===== config.mk =====
export PLATFORM = sky130hd
export DESIGN_NAME = i2c_master_bit_engine_unit
export DESIGN_NICKNAME = d
export VERILOG_FILES = /design/src/sv/i2cm_pkg.sv /design/src/sv/i2cm_front.sv /design/src/sv/i2cm_queue.sv /design/src/sv/i2cm_back.sv /design/src/sv/i2c_master_bit_engine_unit.sv
export SDC_FILE = /design/constraint.sdc
export NUM_CORES = 1
export LEC_CHECK = 0
export BUFFER_PORTS_ARGS = -buffer_cell sky130_fd_sc_hd__buf_4
export CAP_MARGIN = 20
export CORE_ASPECT_RATIO = 0.7
export CORE_MARGIN = 2
export CORE_UTILIZATION = 56
export DETAILED_ROUTE_END_ITERATION = 8
export GPL_TIMING_DRIVEN = 1
export HOLD_SLACK_MARGIN = 0.12
export PLACE_DENSITY = 0.79
export SKIP_LAST_GASP = 1
export SLEW_MARGIN = 20
export SYNTH_ARGS = -nofsm -noshare
export SYNTH_HDL_FRONTEND = slang
export SYNTH_SLANG_ARGS = --single-unit

===== constraint.sdc =====
create_clock -name clk -period 5.86 [get_ports clk]
set_input_delay 0.293 -clock clk [delete_from_list [all_inputs] [get_ports clk]]
set_output_delay 0.293 -clock clk [all_outputs]
set_load 0.005 [all_outputs]

===== src/sv/i2cm_pkg.sv =====
// Shared types and constants for the I2C master bit engine.
// Used by the front, queue, back and top modules; no dependencies.
package i2cm_pkg;

  localparam int COUNT_WIDTH_DEF = 16;
  localparam int DELAY_WIDTH_DEF = 16;
  localparam logic [15:0] PHASE_TICKS_RST = 16'd250;
  localparam logic [7:0] ADDR_READ_BIT = 8'h80;

  localparam int Q_DEPTH = 2;
  localparam int Q_AW = $clog2(Q_DEPTH);

  localparam logic [1:0] REQ_TICK = 2'd0;
  localparam logic [1:0] REQ_BEGIN = 2'd1;
  localparam logic [1:0] REQ_SUPPLY = 2'd2;

  typedef enum logic [1:0] {
    OP_TICK,
    OP_BEGIN,
    OP_SUPPLY,
    OP_NONE
  } op_t;

  typedef enum logic [4:0] {
    PH_IDLE,
    PH_S0, PH_S1, PH_S2, PH_S3,
    PH_W0, PH_W1, PH_W2,
    PH_A0, PH_A1, PH_A2, PH_A3, PH_A4,
    PH_R0, PH_R1, PH_R2, PH_R3,
    PH_K0, PH_K1, PH_K2, PH_K3, PH_K4,
    PH_P0, PH_P1, PH_P2,
    PH_HOLD
  } phase_t;

  typedef struct packed {
    logic [1:0]  req_type;
    logic        line_sda;
    logic [6:0]  target_addr;
    logic        read_not_write;
    logic [15:0] byte_count;
    logic [7:0]  data_byte;
  } in_t;

  typedef struct packed {
    logic       scl_drive_low;
    logic       sda_drive_low;
    logic       busy_res;
    logic       wants_byte;
    logic       read_valid;
    logic [7:0] read_byte;
    logic       done_res;
    logic       status;
    logic       rejected;
  } out_t;

  typedef struct packed {
    op_t         op;
    logic        line_sda;
    logic [6:0]  target_addr;
    logic        read_not_write;
    logic [15:0] byte_count;
    logic [7:0]  data_byte;
  } cmd_t;

endpackage


===== src/sv/i2cm_front.sv =====
// Front end: takes requests off the input channel and classifies them.
// Depends on i2cm_pkg; feeds i2cm_queue.
module i2cm_front (
  input  logic           in_valid,
  output logic           in_ready,
  input  i2cm_pkg::in_t  in_data,
  input  logic           q_full,
  output logic           push,
  output i2cm_pkg::cmd_t cmd
);
  import i2cm_pkg::*;

  assign in_ready = !q_full;
  assign push     = in_valid && !q_full;

  always_comb begin
    cmd.line_sda       = in_data.line_sda;
    cmd.target_addr    = in_data.target_addr;
    cmd.read_not_write = in_data.read_not_write;
    cmd.byte_count     = in_data.byte_count;
    cmd.data_byte      = in_data.data_byte;
    case (in_data.req_type)
      REQ_TICK:   cmd.op = OP_TICK;
      REQ_BEGIN:  cmd.op = OP_BEGIN;
      REQ_SUPPLY: cmd.op = OP_SUPPLY;
      default:    cmd.op = OP_NONE;
    endcase
  end

endmodule


===== src/sv/i2cm_queue.sv =====
// Short request queue between the front end and the bit engine.
// Depends on i2cm_pkg for the command type and depth.
module i2cm_queue (
  input  logic           clk,
  input  logic           rst_n,
  input  logic           push,
  input  i2cm_pkg::cmd_t push_data,
  output logic           full,
  input  logic           pop,
  output logic           pop_valid,
  output i2cm_pkg::cmd_t pop_data
);
  import i2cm_pkg::*;

  cmd_t            mem_r [Q_DEPTH];
  logic [Q_AW-1:0] wr_ptr_r, wr_ptr_nxt;
  logic [Q_AW-1:0] rd_ptr_r, rd_ptr_nxt;
  logic [Q_AW:0]   count_r, count_nxt;

  assign full      = (count_r == (Q_AW+1)'(Q_DEPTH));
  assign pop_valid = (count_r != '0);
  assign pop_data  = mem_r[rd_ptr_r];

  always_comb begin
    wr_ptr_nxt = wr_ptr_r;
    rd_ptr_nxt = rd_ptr_r;
    count_nxt  = count_r;
    if (push) begin
      wr_ptr_nxt = (wr_ptr_r == Q_AW'(Q_DEPTH - 1)) ? '0 : wr_ptr_r + 1'b1;
    end
    if (pop) begin
      rd_ptr_nxt = (rd_ptr_r == Q_AW'(Q_DEPTH - 1)) ? '0 : rd_ptr_r + 1'b1;
    end
    case ({push, pop})
      2'b10:   count_nxt = count_r + 1'b1;
      2'b01:   count_nxt = count_r - 1'b1;
      default: count_nxt = count_r;
    endcase
  end

  always_ff @(posedge clk) begin
    if (!rst_n) begin
      wr_ptr_r <= '0;
      rd_ptr_r <= '0;
      count_r  <= '0;
    end else begin
      wr_ptr_r <= wr_ptr_nxt;
      rd_ptr_r <= rd_ptr_nxt;
      count_r  <= count_nxt;
    end
  end

  always_ff @(posedge clk) begin
    if (push) begin
      mem_r[wr_ptr_r] <= push_data;
    end
  end

endmodule


===== src/sv/i2cm_back.sv =====
// Back end: I2C bit sequencer, holding register and result register.
// Depends on i2cm_pkg; consumes commands from i2cm_queue.
module i2cm_back #(
  parameter int COUNT_WIDTH = i2cm_pkg::COUNT_WIDTH_DEF,
  parameter int DELAY_WIDTH = i2cm_pkg::DELAY_WIDTH_DEF
) (
  input  logic           clk,
  input  logic           rst_n,
  input  logic           cfg_valid,
  input  logic [15:0]    cfg_data,
  input  logic           q_valid,
  input  i2cm_pkg::cmd_t q_data,
  output logic           q_pop,
  output logic           out_valid,
  input  logic           out_ready,
  output i2cm_pkg::out_t out_data
);
  import i2cm_pkg::*;

  localparam int CMP_W = (DELAY_WIDTH > 16) ? DELAY_WIDTH : 16;

  logic [15:0]            phase_ticks_r;
  phase_t                 phase_r, phase_nxt;
  logic [DELAY_WIDTH-1:0] tick_count_r, tick_count_nxt;
  logic [3:0]             bit_index_r, bit_index_nxt;
  logic [7:0]             shift_reg_r, shift_reg_nxt;
  logic [COUNT_WIDTH-1:0] bytes_left_r, bytes_left_nxt;
  logic [7:0]             hold_byte_r, hold_byte_nxt;
  logic                   hold_full_r, hold_full_nxt;
  logic                   is_read_r, is_read_nxt;
  logic                   scl_low_r, scl_low_nxt;
  logic                   sda_low_r, sda_low_nxt;
  logic                   nack_seen_r, nack_seen_nxt;

  logic                   ev_read_valid, ev_done, ev_status, ev_rejected;
  logic                   out_valid_r;
  out_t                   out_data_r, res;
  logic                   fire;

  assign fire      = q_valid && (!out_valid_r || out_ready);
  assign q_pop     = fire;
  assign out_valid = out_valid_r;
  assign out_data  = out_data_r;

  // Next state: one request per call of the step logic.
  always_comb begin
    logic                   go_wb;
    logic                   go_rb;
    logic                   do_enter;
    phase_t                 tgt;
    logic [31:0]            cnt_ext;
    logic [DELAY_WIDTH-1:0] tick_inc;
    go_wb          = 1'b0;
    go_rb          = 1'b0;
    do_enter       = 1'b0;
    tgt            = phase_r;
    cnt_ext        = 32'(q_data.byte_count);
    tick_inc       = tick_count_r + DELAY_WIDTH'(1);
    phase_nxt      = phase_r;
    tick_count_nxt = tick_count_r;
    bit_index_nxt  = bit_index_r;
    shift_reg_nxt  = shift_reg_r;
    bytes_left_nxt = bytes_left_r;
    hold_byte_nxt  = hold_byte_r;
    hold_full_nxt  = hold_full_r;
    is_read_nxt    = is_read_r;
    scl_low_nxt    = scl_low_r;
    sda_low_nxt    = sda_low_r;
    nack_seen_nxt  = nack_seen_r;
    ev_read_valid  = 1'b0;
    ev_done        = 1'b0;
    ev_status      = 1'b0;
    ev_rejected    = 1'b0;

    case (q_data.op)
      OP_TICK: begin
        if (phase_r == PH_HOLD) begin
          go_wb = hold_full_r;
        end else if (phase_r != PH_IDLE) begin
          tick_count_nxt = tick_inc;
          if (CMP_W'(tick_inc) >= CMP_W'(phase_ticks_r)) begin
            do_enter = 1'b1;
            case (phase_r)
              PH_S3: begin
                bit_index_nxt = '0;
                tgt = PH_W0;
              end
              PH_W2: begin
                shift_reg_nxt = {shift_reg_r[6:0], 1'b0};
                bit_index_nxt = bit_index_r + 1'b1;
                tgt = bit_index_nxt[3] ? PH_A0 : PH_W0;
              end
              PH_A4: begin
                if (nack_seen_r) begin
                  tgt = PH_P0;
                end else begin
                  do_enter = 1'b0;
                  go_rb = is_read_r;
                  go_wb = !is_read_r;
                end
              end
              PH_R3: begin
                bit_index_nxt = bit_index_r + 1'b1;
                tgt = bit_index_nxt[3] ? PH_K0 : PH_R0;
              end
              PH_K4: begin
                do_enter = 1'b0;
                go_rb = 1'b1;
              end
              PH_P2: begin
                do_enter       = 1'b0;
                ev_done        = 1'b1;
                ev_status      = nack_seen_r;
                nack_seen_nxt  = 1'b0;
                hold_full_nxt  = 1'b0;
                phase_nxt      = PH_IDLE;
                tick_count_nxt = '0;
              end
              default: begin
                tgt = phase_t'(phase_r + 5'd1);
              end
            endcase
          end
        end
      end
      OP_BEGIN: begin
        if (phase_r != PH_IDLE) begin
          ev_rejected = 1'b1;
        end else begin
          is_read_nxt    = q_data.read_not_write;
          shift_reg_nxt  = {q_data.target_addr, q_data.read_not_write};
          bytes_left_nxt = cnt_ext[COUNT_WIDTH-1:0];
          bit_index_nxt  = '0;
          nack_seen_nxt  = 1'b0;
          if (q_data.read_not_write) begin
            hold_full_nxt = 1'b0;
          end
          tgt      = PH_S0;
          do_enter = 1'b1;
        end
      end
      OP_SUPPLY: begin
        if (hold_full_r) begin
          ev_rejected = 1'b1;
        end else begin
          hold_byte_nxt = q_data.data_byte;
          hold_full_nxt = 1'b1;
        end
      end
      default: begin
      end
    endcase

    // Pick the next byte, or go to stop when none are left, once an ACK slot or the holding wait is over.
    if (go_wb) begin
      do_enter = 1'b1;
      if (bytes_left_r == '0) begin
        tgt = PH_P0;
      end else if (hold_full_r) begin
        shift_reg_nxt  = hold_byte_r;
        hold_full_nxt  = 1'b0;
        bytes_left_nxt = bytes_left_r - 1'b1;
        bit_index_nxt  = '0;
        tgt = PH_W0;
      end else begin
        tgt = PH_HOLD;
      end
    end
    if (go_rb) begin
      do_enter = 1'b1;
      if (bytes_left_r == '0) begin
        tgt = PH_P0;
      end else begin
        bytes_left_nxt = bytes_left_r - 1'b1;
        bit_index_nxt  = '0;
        shift_reg_nxt  = '0;
        tgt = PH_R0;
      end
    end

    // Pin and sample actions on entry to a phase.
    if (do_enter) begin
      phase_nxt      = tgt;
      tick_count_nxt = '0;
      case (tgt)
        PH_S0: sda_low_nxt = 1'b0;
        PH_S1: scl_low_nxt = 1'b0;
        PH_S2: sda_low_nxt = 1'b1;
        PH_S3: scl_low_nxt = 1'b1;
        PH_W0: scl_low_nxt = 1'b1;
        PH_W1: sda_low_nxt = ((shift_reg_nxt & ADDR_READ_BIT) == 8'h00);
        PH_W2: scl_low_nxt = 1'b0;
        PH_A0: scl_low_nxt = 1'b1;
        PH_A1: sda_low_nxt = 1'b0;
        PH_A2: scl_low_nxt = 1'b0;
        PH_A3: nack_seen_nxt = q_data.line_sda;
        PH_A4: scl_low_nxt = 1'b1;
        PH_R0: begin
          scl_low_nxt = 1'b1;
          sda_low_nxt = 1'b0;
        end
        PH_R2: scl_low_nxt = 1'b0;
        PH_R3: begin
          shift_reg_nxt = {shift_reg_nxt[6:0], q_data.line_sda};
          ev_read_valid = (bit_index_nxt == 4'd7);
        end
        PH_K0: scl_low_nxt = 1'b1;
        PH_K1: sda_low_nxt = (bytes_left_nxt != '0);
        PH_K2: scl_low_nxt = 1'b0;
        PH_K4: scl_low_nxt = 1'b1;
        PH_P0: sda_low_nxt = 1'b1;
        PH_P1: scl_low_nxt = 1'b0;
        PH_P2: sda_low_nxt = 1'b0;
        default: begin
        end
      endcase
    end
  end

  // Result of the request, seen after it is applied.
  always_comb begin
    res.scl_drive_low = scl_low_nxt;
    res.sda_drive_low = sda_low_nxt;
    res.busy_res      = (phase_nxt != PH_IDLE);
    res.wants_byte    = (phase_nxt != PH_IDLE) && !is_read_nxt && !hold_full_nxt &&
                        (bytes_left_nxt != '0);
    res.read_valid    = ev_read_valid;
    res.read_byte     = ev_read_valid ? shift_reg_nxt : 8'h00;
    res.done_res      = ev_done;
    res.status        = ev_status;
    res.rejected      = ev_rejected;
  end

  always_ff @(posedge clk) begin
    if (!rst_n) begin
      phase_ticks_r <= PHASE_TICKS_RST;
    end else if (cfg_valid) begin
      phase_ticks_r <= cfg_data;
    end
  end

  always_ff @(posedge clk) begin
    if (!rst_n) begin
      phase_r      <= PH_IDLE;
      tick_count_r <= '0;
      bit_index_r  <= '0;
      shift_reg_r  <= '0;
      bytes_left_r <= '0;
      hold_byte_r  <= '0;
      hold_full_r  <= 1'b0;
      is_read_r    <= 1'b0;
      scl_low_r    <= 1'b0;
      sda_low_r    <= 1'b0;
      nack_seen_r  <= 1'b0;
    end else if (fire) begin
      phase_r      <= phase_nxt;
      tick_count_r <= tick_count_nxt;
      bit_index_r  <= bit_index_nxt;
      shift_reg_r  <= shift_reg_nxt;
      bytes_left_r <= bytes_left_nxt;
      hold_byte_r  <= hold_byte_nxt;
      hold_full_r  <= hold_full_nxt;
      is_read_r    <= is_read_nxt;
      scl_low_r    <= scl_low_nxt;
      sda_low_r    <= sda_low_nxt;
      nack_seen_r  <= nack_seen_nxt;
    end
  end

  always_ff @(posedge clk) begin
    if (!rst_n) begin
      out_valid_r <= 1'b0;
    end else begin
      out_valid_r <= fire || (out_valid_r && !out_ready);
    end
  end

  always_ff @(posedge clk) begin
    if (fire) begin
      out_data_r <= res;
    end
  end

endmodule


===== src/sv/i2c_master_bit_engine_unit.sv =====
// Top level of the I2C master bit engine: front end, request queue, bit engine.
// Depends on i2cm_pkg, i2cm_front, i2cm_queue and i2cm_back.
//
//   channel | ports                          | direction
//   in      | in_valid, in_ready, in_data    | request in (in_t)
//   out     | out_valid, out_ready, out_data | one result per request (out_t)
//   cfg     | cfg_valid, cfg_ready, cfg_data | phase_ticks write, always ready
//
// One request per clock sustained while out_ready keeps up; a result is registered
// when the engine takes its request from the queue head, via the combinational step.
// A two-entry queue decouples intake from the result register, so requests
// keep flowing while a result waits; in_ready drops only when the queue fills.
// Synchronous active-low reset returns to idle with phase_ticks at 250.
module i2c_master_bit_engine_unit #(
  parameter int COUNT_WIDTH = i2cm_pkg::COUNT_WIDTH_DEF,
  parameter int DELAY_WIDTH = i2cm_pkg::DELAY_WIDTH_DEF
) (
  input  logic           clk,
  input  logic           rst_n,
  input  logic           in_valid,
  output logic           in_ready,
  input  i2cm_pkg::in_t  in_data,
  output logic           out_valid,
  input  logic           out_ready,
  output i2cm_pkg::out_t out_data,
  input  logic           cfg_valid,
  output logic           cfg_ready,
  input  logic [15:0]    cfg_data
);
  import i2cm_pkg::*;

  cmd_t front_cmd, q_head;
  logic push, q_full, q_pop, q_valid;

  assign cfg_ready = 1'b1;

  i2cm_front u_front (
    .in_valid (in_valid),
    .in_ready (in_ready),
    .in_data  (in_data),
    .q_full   (q_full),
    .push     (push),
    .cmd      (front_cmd)
  );

  i2cm_queue u_queue (
    .clk       (clk),
    .rst_n     (rst_n),
    .push      (push),
    .push_data (front_cmd),
    .full      (q_full),
    .pop       (q_pop),
    .pop_valid (q_valid),
    .pop_data  (q_head)
  );

  i2cm_back #(
    .COUNT_WIDTH (COUNT_WIDTH),
    .DELAY_WIDTH (DELAY_WIDTH)
  ) u_back (
    .clk       (clk),
    .rst_n     (rst_n),
    .cfg_valid (cfg_valid),
    .cfg_data  (cfg_data),
    .q_valid   (q_valid),
    .q_data    (q_head),
    .q_pop     (q_pop),
    .out_valid (out_valid),
    .out_ready (out_ready),
    .out_data  (out_data)
  );

`ifndef SYNTHESIS
  a_done_not_busy: assert property (@(posedge clk) disable iff (!rst_n)
    out_valid && out_data.done_res |-> !out_data.busy_res)
    else $error("done reported while still busy");

  a_read_in_txn: assert property (@(posedge clk) disable iff (!rst_n)
    out_valid && out_data.read_valid |-> out_data.busy_res && !out_data.wants_byte)
    else $error("read byte outside a read transaction");

  a_pop_only_valid: assert property (@(posedge clk) disable iff (!rst_n)
    q_pop |-> q_valid)
    else $error("queue popped while empty");

  a_result_follows_pop: assert property (@(posedge clk) disable iff (!rst_n)
    q_pop |=> out_valid)
    else $error("request taken without a result");
`endif

endmodule

==> metrics.txt <==
Port Buffers 73; FF+latch area 4270 µm²; clock skew 9.67 ps; Synth Register Bits 170; root buf cell clkbuf_16; Post-CTS Setup Bufs 0; final slew viol count 0; Post-Synth Adder-Cell Area 3.64%; Post-Layout Inst Area 11000 µm²; Simple-Gate Fraction of Synth Area 20.4%; period utilisation layout 94.0%; critical path's slowest cell a2111oi_0; vias in the first global route 7297; commonest cells after routing, fill and taps aside nand2_1, edfxtp_1, buf_4, dfxtp_1, nor2_1; number of I/O pins 75; Relative slew margins 35.2%; syn nets 1042; All-Layer GR Usage 27.1%; area of the multi-input gates 4690 µm²; Post-Synthesis Mean Instance Area 9.68 µm²; first-pass GRT wire length 37400 µm; total gr overflow 0; DP Area 9960 µm²; Die Ht 112 µm; Filler Cell Count 1257; share of cells above drive strength 1 14.7%; Post-Synth XOR/XNOR Area 2.27%; TritonRoute pass-1 iters 5; Worst path max stage delay 560 ps; most common cell after layout, fill and taps aside nand2_1; M3 GR Usage 6.19%; met2 Use GR 40.0%; Syn-to-layout area delta 18.8%; maximum fanout along the worst path 10; placed cells 1212; Iteration-0 DRC Markers 840; hpwl dp 16000 µm; Distinct cells, synth 79; CTS buffer count 17; fin nets 1133; complex-gate fraction of the synthesized area 17.9%; # clock sinks 170; Rows 39; ant diodes 0; Initial Utilization 57.1%; setup TNS 0 ps; VDD IR-drop max 0.397 mV; share of the yosys chip area belonging to registers 46.0%; largest family of logic cells by synthesized area simple AND/OR/NAND/NOR gates; Hold Crit Class in -> reg; Die X 158 µm; worst slack at placement 271 ps; RSZ-0062 raised after global routing false; Main synth FF type edfxtp_1; critical path capture point type flop; async set-reset flop share out of synthesis 0%; Tmin final 5510 ps; die area 17600 µm²; CTS H-tree depth 4; yosys warns 0; Max Freq 0.182 GHz; Setup Crit Path Kind reg -> reg; core area 16200 µm²; MaxCap Viol Count 0; CTS tree built; Hold Fails Final Rpt 0; pwr dens 415 nW/µm²; average via count per standard cell 6.07; Final WS setup 352 ps; Final Setup Violations 0; worst skew pair latency 440 ps; Clk pin slew, worst setup/hold paths 70 ps; post-route ant nets 0; Lkg Pwr 4.34 nW; post-route insts no fill 1288; Longest Clk Path Bufs 2; drt wl/cell 18.3 µm; synthesized area 9280 µm²; CP arrival 5690 ps; busiest grt layer met1; status finished clean; Cell Chain, Critical Path and3_1 -> and3_1 -> and3_1 -> and3_1 -> and2_1 -> nand4_1 -> xnor2_1 -> ha_1 -> nand4_1 -> nor3_1 -> nand4_1 -> nand3_1 -> nand2b_2 -> a2111oi_0 -> a2bb2oi_1 -> nand4_1 -> nor4_2 -> a211o_1 -> nand2_1; pin count of the biggest net entering global routing 85; Post-Route WL 23600 µm; Post-Synthesis Cells 959; Worst Setup Start Kind flop; EDFF count, synth 86; mux cell area share after synthesis 6.05%; critical path data required time 6040 ps; routed vias 7818; met1 Track Usage GR 40.5%; initial antenna violation count 0; GPL Wtd Cong 0.971; worst slew pin tran 969 ps; # DRC 0
## kinds of logic after synthesis
kind of cell	after synthesis
AOI/OAI and AO/OA	235
xor gates and xnor gates	24
adders and majority gates	27
buffers and inverters	85
DFF	170
muxes	55
other	1
and+or+nand+nor	362
## timing repair
| item | in CTS | in global routing |
|---|---|---|
| setup endpoints to repair | 0 | 3 |
| endpoints found under the hold margin | 78 | 0 |
| gates resized for setup | 0 | 3 |
| hold buffers | 43 | 0 |
## metrics by stage
stage	utilization, %	total power [W]	hold WS [ps]
2_1_floorplan	-	0.00285	392
3_3_place_gp	61.3	0.00333	474
5_1_grt	67.8	0.00480	122
3_5_place_dp	61.3	0.00336	480
6_report	67.8	0.00458	120
4_1_cts	67.6	0.00453	121
## synth_stat cells, types with 19 or more instances
cell / count / share of area, %
nor3_1: 22 / 1.2
edfxtp_1: 86 / 28
nor2b_1: 39 / 2.6
nor3b_1: 21 / 1.7
clkbuf_1: 41 / 1.7
nor2_1: 77 / 3.1
inv_1: 30 / 1.2
nand2_1: 92 / 3.7
nand3_1: 19 / 1.0
mux2i_1: 46 / 5.0
o21ai_0: 47 / 2.5
dfxtp_1: 84 / 18
ha_1: 27 / 3.6
o211ai_1: 22 / 1.8
a21oi_1: 44 / 2.4
## critical path: cells and delay by family (launching register included)
family | cells | cell delay [ps]
simple gates | 14 | 3380
compound gates | 3 | 980
flops | 1 | 400
fa+ha+maj | 1 | 330
xor+xnor | 1 | 170
## cell type report
class / instances / area share [%]
Multi-Input combinational cell: 704 / 42.5
Clock buffer: 17 / 3.86
Inverter: 30 / 1.02
Timing Repair Buffer: 127 / 9.74
Tap cell: 225 / 2.55
Clock inverter: 15 / 1.57
Sequential cell: 170 / 38.7
## registers in the layout, indices dropped and copies added, names as in the netlist, 2 cells and up, named ones only
register              flops
u_back.out_data          16
u_queue.mem_r            70
u_back.shift_reg_r        8
u_queue.count_r           2
u_back.bytes_left_r      16
u_back.phase_r            5
u_back.bit_index_r        4
u_back.phase_ticks_r     16
u_back.hold_byte_r        8
u_back.tick_count_r      16
## where the power goes
part	internal [W]	leakage (nW)	switching, W
clock network	0.000610	0.297	0.000535
registers	0.00150	1.50	0.000213
logic	0.000692	2.54	0.00102
## metal layers
metal	up-vias	wire length (µm)
met5	-	0
met4	0	276
met3	33	2170
met2	360	10400
met1	3696	10800
li1	3729	-
## worst paths after layout
check                                        startpoint                  endpoint  slack [ps]  cells after the start
worst min-delay path                       cfg_data[13]  u_back.phase_ticks_r[13]         120                      3
worst min register to register  u_back.phase_ticks_r[7]   u_back.phase_ticks_r[7]         490                      2
worst max register to register   u_back.tick_count_r[2]       u_back.out_data[14]         350                     19
worst max-delay path             u_back.tick_count_r[2]       u_back.out_data[14]         350                     19
(Power assumes the default switching activity.)
